File: config.mk
export PLATFORM = sky130hd
export DESIGN_NAME = ssa_control
export DESIGN_NICKNAME = d
export VERILOG_FILES = /design/src/design/ssa_pkg.sv /design/src/design/ssa_control.sv
export SDC_FILE = /design/constraint.sdc
export NUM_CORES = 1
export LEC_CHECK = 0
export ABC_AREA = 1
export BUFFER_PORTS_ARGS = -buffer_cell sky130_fd_sc_hd__buf_4
export CAP_MARGIN = 20
export CORE_AREA = 2 2 39 41
export CTS_CLUSTER_DIAMETER = 150
export DETAILED_ROUTE_END_ITERATION = 7
export DIE_AREA = 0 0 41 43
export GPL_TIMING_DRIVEN = 1
export PLACE_DENSITY = 0.44
export SLEW_MARGIN = 20
export SYNTH_ARGS = -nofsm -noshare
export SYNTH_HDL_FRONTEND = slang
export SYNTH_SLANG_ARGS = --single-unit
File: constraint.sdc
create_clock -name clock -period 1 [get_ports clock]
set_input_delay 0.05 -clock clock [delete_from_list [all_inputs] [get_ports clock]]
set_output_delay 0.05 -clock clock [all_outputs]
set_load 0.005 [all_outputs]
File: src/design/ssa_pkg.sv
// Shared types and constants for the shadow slot allocator.
// No dependencies.
`timescale 1ns / 1ps
`default_nettype none
package ssa_pkg;
   localparam int SLOTS_DEF = 8;
   localparam int MAX_CAND_DEF = 256;
   localparam logic [15:0] RET_ONE = 16'd256;
   localparam logic [15:0] HIDDEN_MAX = 16'hFFFF;
   localparam logic [15:0] GRACE_RESET = 16'd8;
   localparam logic [3:0] ACTIVE_RESET = 4'd8;
   localparam logic [1:0] REG_RETENTION = 2'd0;
   localparam logic [1:0] REG_GRACE = 2'd1;
   localparam logic [1:0] REG_ACTIVE = 2'd2;

   typedef struct packed {
      logic [63:0] light_key;
      logic        is_visible;
      logic [31:0] importance;
      logic        frame_end;
   } req_type;

   typedef struct packed {
      logic [7:0] candidate_index;
      logic [2:0] slot_index;
      logic       assigned;
      logic [3:0] displaced_count;
      logic       last_result;
   } rsp_type;

   // controller to datapath
   typedef struct packed {
      logic rank;    // match and insert the latched candidate
      logic clean;   // clear unmatched and evicted slots
      logic emit;    // assign and emit the entry at the emit pointer
      logic finish;  // reset per-frame state
   } cmd_type;

   // datapath to controller
   typedef struct packed {
      logic is_end;
      logic last_emit;
   } sts_type;
endpackage
`default_nettype wire

File: src/design/ssa_control.sv
// Sequencer of the shadow slot allocator: rank, clean, emit, finish.
// Depends on ssa_pkg.
`timescale 1ns / 1ps
`default_nettype none
module ssa_control import ssa_pkg::*; (
   input  wire logic clock,
   input  wire logic reset,
   input  wire logic start,
   output logic      busy,
   output logic      load,
   output cmd_type   cmd,
   input  wire sts_type sts,
   output logic      rsp_valid
);
   typedef enum logic [2:0] {IDLE, RANK, CLEAN, EMIT, DONE} state_type;
   state_type state_ff, state_in;
   logic valid_ff, valid_in;

   assign busy = (state_ff != IDLE);
   assign load = start && !busy;
   assign rsp_valid = valid_ff;

   always_comb begin
      state_in = state_ff;
      valid_in = 1'b0;
      cmd = '0;
      case (state_ff)
         IDLE: if (load) state_in = RANK;
         RANK: begin
            cmd.rank = 1'b1;
            state_in = sts.is_end ? CLEAN : IDLE;
         end
         CLEAN: begin
            cmd.clean = 1'b1;
            state_in = EMIT;
         end
         EMIT: begin
            cmd.emit = 1'b1;
            valid_in = 1'b1;
            if (sts.last_emit) state_in = DONE;
         end
         DONE: begin
            cmd.finish = 1'b1;
            state_in = IDLE;
         end
         default: state_in = IDLE;
      endcase
   end

   always_ff @(posedge clock) begin
      if (reset) begin
         state_ff <= IDLE;
         valid_ff <= 1'b0;
      end else begin
         state_ff <= state_in;
         valid_ff <= valid_in;
      end
   end
endmodule
`default_nettype wire

### Word level (Yosys, flattened, before mapping)

Index checks and enable logic that the tools add are counted.

* register bits after elaboration: 4
* input bits: 5
* output and inout port bits: 7

* equal/unequal tests: 6
* muxes and demuxes: 8
* reductions and logical operators: 5

Operators by type and width (count)
* $pmux 3 s4: 1
* $eq 3x2->1 const B: 2
* $mux 3: 2
* $mux 1: 4
* $ne 2x2->1 const B: 2
* $eq 3x1->1 const B: 1
* $eq 3x3->1 const B: 1
* $logic_not 3->1: 1
* $reduce_bool 3->1: 1
* $mux 2: 1
* $reduce_and 2->1: 1
* $logic_and 1x1->1: 1
* $logic_not 1->1: 1

### Longest topological paths before layout

Gate-level depths: netlist of run 1.

* word-level depth: 5
* mapped depth: 6
* mapped depth without buffers: 6

### Worst setup path before layout of run 1

No wires, ideal clock.

* kind: flip-flop to flip-flop
* from: reg state_ff[2]
* to: reg state_ff[0]
* library setup time: 114 ps
* arrival: 738 ps
* data required time: 886 ps
* path slack: 148 ps
* stages on the path, launching flop included: 6
* period minus slack after synthesis: 852 ps
* cells stage by stage: dfxtp_1 > inv_1 > nand3_1 > nor2_1 > a21oi_1 > nor2_1

* longest elaborated chain between the ends: 5

Ends and longest elaborated chain
* start, declared: RTL line ssa_control.sv:16 `state_type state_ff, state_in;`
* start signal, assigned: RTL line ssa_control.sv:55 `state_ff <= state_in;`
* $reduce_bool 3->1: RTL line ssa_control.sv:19 `assign busy = (state_ff != IDLE);`
* $logic_not 1->1: RTL line ssa_control.sv:20 `assign load = start && !busy;`
* $logic_and 1x1->1: RTL line ssa_control.sv:20
* $ne 2x2->1 (no line)
* $reduce_and 2->1 (no line)

Parallel ways exist; a longest one is shown, timed or not.
A chain may end at the register's enable or synchronous reset.

### Final worst setup path of run 1

* from: reg state_ff[1]
* to: out load

* longest elaborated chain between the ends: 3

Ends and longest elaborated chain
* $reduce_bool 3->1: RTL line ssa_control.sv:19
* $logic_not 1->1: RTL line ssa_control.sv:20
* $logic_and 1x1->1: RTL line ssa_control.sv:20
* end, declared: RTL line ssa_control.sv:10 `output logic load,`

Every way passes these cells.

==> results.yml, run 1 <==
outcome:
  outcome: "finished with violations"
  failed_checks: "setup timing"
synthesis:
  netlist-cell-type-count: 11
  syn_avg_cell_area_um2: 6.44
  synth_commonest_cells: "nor2_1, inv_1, dfxtp_1, nand2_1, nand3_1"
  synth_top_area_share_pct: 36.6
  ys_dominant_reg_cell: "dfxtp_1"
  postSynthRegisterBits: 4
  synth.top_cells.by_area: "dfxtp_1, nor2_1, inv_1, nand3_1, nand2_1"
  yosys.area.top_type: "dfxtp_1"
  netlist_area_um2: 219
  yosys.cell_count.top_type: "nor2_1"
  synth-edff-count: 0
  syn_inst: 34
  async_s_r_ff_share_synth_pct: 0
  syn-num-nets: 39
  synth_sequential_area_ratio_pct: 36.6
  total_of_warnings_raised_by_yosys: 0
cells_and_area:
  antenna_cells: 0
  flow.area_growth_from_synthesis_pct: 82.9
  final_layout_size_suffix_gt1_share_pct: 52.0
  post-route-cell-area_um2: 400
  finalNetCount: 57
power_and_ir_drop:
  power_frac_seq_pct: 38.1
  vdd_ir_drop_max_v: 0.000526
  p_clk_share_pct: 40.4
  net-switching-power_uw: 133
  cellPowerDensity_nw_per_um2: 1240
  internal_power_uw: 364
  pwr_total_uw: 497
  static-leakage-power_nw: 0.208
  swShare_pct: 26.8
  p_comb_share_pct: 21.5
worst_setup_path:
  crit_end: "load"
  path_buf_inv: 1
  crit_path_start: "state_ff[1]$_SDFFE_PP0P_"
  crit_path_start_kind: "register"
  worst_setup_path_end_kind: "primary output"
  critical_path_cell_count: 4
  r2r_slack_ns: 0.12
  worst-r2r-cell-count: 6
  cp_slowest_stage_delay_ns: 0.36
  path_cells: "nor2_4 > nand2_2 > nor2_1 > buf_4"
  crit_fanout: 7
  crit_path_top_delay_cell: "dfxtp_4"
  reg2reg_from: "state_ff[2]$_SDFFE_PP0P_"
  worst_ep_required_time_ns: 0.95
  worst_ep_arrival_time_ns: 0.96
  cpLargestDelayFamily: "flip-flops"
  critPathKind: "reg -> out"
  rr_endpoint: "state_ff[1]$_SDFFE_PP0P_"
global_routing:
  initial_antenna_violation_count: 0
  global_routing_usage_on_met1_pct: 7.07
  wire_length_of_the_first_global_routing_pass_um: 724
  groute.layer.met3.usage_pct: 3.14
  grt_start_max_net_pins: 8
  grt_overflow_total: 0
  first_global_vias: 210
  global_route.peak_usage_layer: "met2"
  global_route.usage.met2_pct: 8.75
  groute.usage.overall_pct: 6.22
route:
  num_vias: 249
  detailedRoute.firstIterationViolations: 3
  postRouteWirelength_um: 542
  avgViaCountPerCell: 3.77
  drt-wirelength-per-cell_um: 8.21
  detail_route.first_pass.iterations: 3
  drt_drc_violations_left: 0
  antenna_left: 0
sta:
  finalHoldViolCount: 0
  setup_repair_after_global_routing_missed_its_margin: "yes"
  timing.final.setup_violations: 1
  timing.clock.skew_ns: 0.00342
  timing_worst_slew_pin_value_ns: 0.157
  holdWs_ns: 0.0917
  fin_crit_ns: 1.01
  post_route_clock_period_utilization_pct: 101
  clock.fmax_mhz: 993
  slew_limit_headroom_pct: 89.4
  timing.final.max_slew_violations: 0
  final.setup.worst_slack_ns: -0.00701
floorplan:
  core-area_um2: 1380
  ioPinCount: 12
  fp-row-count: 14
  floorplan.die.height_um: 43
  die_w_um: 41
  initial_core_util_pct: 15.8
  fp.dieArea_um2: 1760
cts:
  numCtsBuffers: 3
  tritoncts: "yes"
  cts_buffer_depth: 2
  clock_tree.htree_level_count: 1
  cts_num_sinks: 4
  clock_insertion_delay_worst_skew_ns: 0.23
  clk_pin_slew_worst_paths_ns: 0.04
  clk_root_buffer_cell: "clkbuf_4"
flow_run:
  max_cap_violations: 0
hold_path:
  hp-class: "in -> reg"
  min_delay_path_depth: 3
placed_design:
  place_hpwl_um: 396
  place_ws_ns: 0.0567
  dpl_cell_area_um2: 322
  io_buffers: 11
  place_congestion: 0.694
==> per-layer routing <==
layer  wire length, um  share of wire [%]
met1               250                 46
met2               245                 45
met3                46                8.5
met4                 0                  0
met5                 0                  0
==> what timing repair did <==
item                       4_1_cts  5_1_grt
gates resized for setup         10        5
setup buffers                    0        1
setup endpoints to repair        6        5
pin swaps                        1        1
hold endpoints to repair         2        0
hold buffers                     1        0
==> area by class of cell <==
cell class | count | area (um2)
clock buffer | 3 | 22.5
fill | 162 | 983
inverter | 7 | 28.8
multi-input combinational | 22 | 123
sequential | 4 | 91.3
tap | 16 | 20.0
timing repair buffer | 14 | 115
==> worst min-delay path by stage <==
stage	start	endpoint	slack, ns
final	sts[0]	state_ff[2]$_SDFFE_PP0P_	0.09
after global routing	sts[0]	state_ff[2]$_SDFFE_PP0P_	0.1
after CTS	sts[0]	state_ff[2]$_SDFFE_PP0P_	0.09
after detailed placement	reset	state_ff[2]$_SDFFE_PP0P_	0.24
after global placement	reset	state_ff[0]$_SDFFE_PP0P_	0.24
after floorplan	reset	rsp_valid$_SDFF_PP0_	0.12
==> cell usage in the layout, fill, tap and decap left out, types with 2 or more instances in the layout <==
cell type,count
inv_1,6
clkbuf_4,3
nor2_1,6
buf_6,2
nand2_1,3
nand3_1,4
nor2_4,3
dfxtp_4,3
nand2_2,3
buf_4,11
==> through the flow <==
step	cells	util [%]	setup TNS, ns
2_1_floorplan	34	-	0
3_3_place_gp	61	23.2	0
3_5_place_dp	61	23.2	0
4_1_cts	65	27.1	-0.0314
5_1_grt	66	28.9	-0.106
6_report	66	28.9	-0.00701
==> state kept, by name (all words and copies together) (netlist names) <==
| signal | count |
|---|---|
| state_ff | 3 |
| rsp_valid | 1 |
==> power by group through the flow <==
stage	Clock, mW	Sequential, mW	Combinational, mW
final	0.201	0.190	0.107
after global routing	0.212	0.192	0.119
after CTS	0.209	0.191	0.106
after detailed placement	0	0.188	0.0966
after global placement	0	0.187	0.0959
after floorplan	0	0.184	0.0474
==> logic make-up after synthesis <==
logic type / share of synthesized area [%]
AOI/OAI and AO/OA: 2.28
and+or+nand+nor: 45.7
buffers and inverters: 15.4
DFF: 36.6
==> worst reg2reg max path, stage by stage, from the launching register on <==
cell and delay [ns]:
dfxtp_4 0.36, buf_6 0.12, nor2_4 0.13, nand2_2 0.05, nand3_1 0.08, nand2_1 0.05
inv_1 0.04
Note: power is estimated with default switching activity, not from simulation.
==> run 2: changes to the inputs <==
ABC_AREA = default   (was 1)
PLACE_DENSITY = 0.43   (was 0.44)
==> results.yml, run 2 <==
outcome:
  outcome: "finished with violations"
  failed_checks: "setup timing"
cts:
  cts_buffer_depth: 2
  clk_pin_slew_worst_paths_ns: 0.03
  numCtsBuffers: 3
  clk_root_buffer_cell: "clkbuf_4"
  tritoncts: "yes"
  clock_insertion_delay_worst_skew_ns: 0.23
  cts_num_sinks: 4
  clock_tree.htree_level_count: 1
power_and_ir_drop:
  p_comb_share_pct: 23.8
  internal_power_uw: 377
  power_frac_seq_pct: 36.3
  static-leakage-power_nw: 0.207
  swShare_pct: 22.1
  cellPowerDensity_nw_per_um2: 1120
  vdd_ir_drop_max_v: 0.000526
  net-switching-power_uw: 107
  p_clk_share_pct: 40.0
synthesis:
  netlist-cell-type-count: 15
  synth-edff-count: 0
  postSynthRegisterBits: 4
  yosys.area.top_type: "dfxtp_1"
  synth_top_area_share_pct: 37.9
  async_s_r_ff_share_synth_pct: 0
  syn_inst: 20
  ys_dominant_reg_cell: "dfxtp_1"
  post_synth_and_or_nand_nor_area_fraction_pct: 39.1
  synth_top_family_by_area: "simple AND/OR/NAND/NOR gates"
  syn_avg_cell_area_um2: 10.6
  synth.top_cells.by_area: "dfxtp_1, nor3b_1, a211oi_2, and4bb_1, or3_4"
  synth_commonest_cells: "dfxtp_1, nor3b_1"
  yosys.cell_count.top_type: "dfxtp_1"
  total_of_warnings_raised_by_yosys: 0
  netlist_area_um2: 211
  adder_cell_share_of_the_synthesized_area_pct: 0
  synth_sequential_area_ratio_pct: 37.9
  syn-num-nets: 25
  synth-compound-area-share_pct: 17.8
  multiplexer_fraction_of_the_synthesized_cell_area_pct: 0
  synth_xor_area_share_pct: 0
worst_setup_path:
  worst_ep_required_time_ns: 0.95
  worst-r2r-cell-count: 3
  worst_setup_path_end_kind: "primary output"
  crit_fanout: 3
  critPathKind: "reg -> out"
  crit_path_start_kind: "register"
  worst_ep_arrival_time_ns: 1.11
route:
  num_vias: 225
  drt-wirelength-per-cell_um: 9.91
  postRouteWirelength_um: 565
  detailedRoute.firstIterationViolations: 0
  antenna_left: 0
  avgViaCountPerCell: 3.95
  detail_route.first_pass.iterations: 1
  drt_drc_violations_left: 0
placed_design:
  place_congestion: 0.583
  io_buffers: 11
  numPlacedInstances: 48
  place_ws_ns: -0.000366
  dpl_cell_area_um2: 322
sta:
  holdWs_ns: 0.0441
  clock.fmax_mhz: 860
  post_route_clock_period_utilization_pct: 116
  slew_limit_headroom_pct: 88.0
  timing.clock.skew_ns: 0.00173
  fin_crit_ns: 1.16
  final.setup.worst_slack_ns: -0.162
  setup_repair_after_global_routing_missed_its_margin: "yes"
  timing.final.max_slew_violations: 0
  finalSetupTns_ns: -0.758
  timing_worst_slew_pin_value_ns: 0.180
  timing.final.setup_violations: 6
  finalHoldViolCount: 0
cells_and_area:
  post-route-cell-area_um2: 433
  final_layout_size_suffix_gt1_share_pct: 78.0
  final_cells: 57
  layout_common_cells: "buf_4, buf_6, nor3b_2, clkbuf_4"
  largest_reg_flops: 3
  antenna_cells: 0
  largest_register: "state_ff"
  flow.area_growth_from_synthesis_pct: 105
  layout.cells.most_common: "buf_4"
  finalNetCount: 48
floorplan:
  core-area_um2: 1380
  floorplan.die.height_um: 43
  fp-row-count: 14
  initial_core_util_pct: 15.3
  ioPinCount: 12
  fp.dieArea_um2: 1760
  die_w_um: 41
global_routing:
  groute.usage.overall_pct: 7.22
  first_global_vias: 206
  wire_length_of_the_first_global_routing_pass_um: 828
  grt_overflow_total: 0
  initial_antenna_violation_count: 0
  grt_start_max_net_pins: 11
hold_path:
  min_delay_path_depth: 2
  hp-class: "in -> reg"
flow_run:
  max_cap_violations: 0
==> run 2: cell types whose count changed in the layout (fill, tap and decap cells not counted), moves of 3 or more <==
| cell | before | now |
|---|---|---|
| nand3_1 | 4 | 0 |
| nand2_1 | 3 | 0 |
| nor2_1 | 6 | 0 |
| nor2_4 | 3 | 0 |
| buf_4 | 11 | 14 |
| inv_1 | 6 | 1 |
| nand2_2 | 3 | 0 |
| nor3b_2 | 0 | 3 |
==> run 2: power groups by stage <==
stage          Clock [mW]  Combinational (mW)  Sequential (mW)
2_1_floorplan           0              0.0370            0.179
3_3_place_gp            0              0.0862            0.178
3_5_place_dp            0              0.0892            0.179
4_1_cts             0.206              0.0968            0.178
5_1_grt             0.220               0.125            0.176
6_report            0.193               0.115            0.175
==> run 2: final cells by class <==
class / instances / area (um2)
clock buffers: 3 / 22.5
multi-input cells: 14 / 140
repair buffers: 19 / 160
flip-flops and latches: 4 / 86.3
inverters: 1 / 3.75
well taps: 16 / 20.0
fillers: 153 / 951
==> run 2: worst max-delay path, stage by stage, from the launching register on <==
cell and delay (ns):
dfxtp_2 0.31, or3_4 0.39, nor2_2 0.08, buf_4 0.11
==> run 2: what timing repair did <==
item	4_1_cts	5_1_grt
gates resized for setup	6	6
hold buffers	1	0
endpoints found under the setup margin	7	6
hold endpoints to repair	2	0
buffers inserted	0	5
pin swaps	3	2
==> run 2: worst paths after layout <==
path	from	endpoint	slack [ns]
max	state_ff[2]$_SDFFE_PP0P_	load	-0.16
min	sts[0]	state_ff[2]$_SDFFE_PP0P_	0.04
max reg2reg	state_ff[1]$_SDFFE_PP0P_	state_ff[1]$_SDFFE_PP0P_	0.04
min reg2reg	state_ff[1]$_SDFFE_PP0P_	state_ff[0]$_SDFFE_PP0P_	0.54
==> run 2: kinds of logic after synthesis <==
family / Yosys count
buffers and inverters: 2
DFF: 4
AOI/OAI and AO/OA: 4
and+or+nand+nor: 10
==> run 2: through the flow <==
stage | power (mW) | util [%]
3_3_place_gp | 0.264 | 23.2
6_report | 0.483 | 31.3
4_1_cts | 0.481 | 26.9
3_5_place_dp | 0.268 | 23.2
5_1_grt | 0.520 | 31.3
2_1_floorplan | 0.216 | -
==> run 2: routing by layer <==
layer | track usage, % | wire (um)
met4 | 6.00 | 0
met5 | 0 | 0
met3 | 3.14 | 69
met2 | 8.44 | 241
met1 | 9.62 | 253
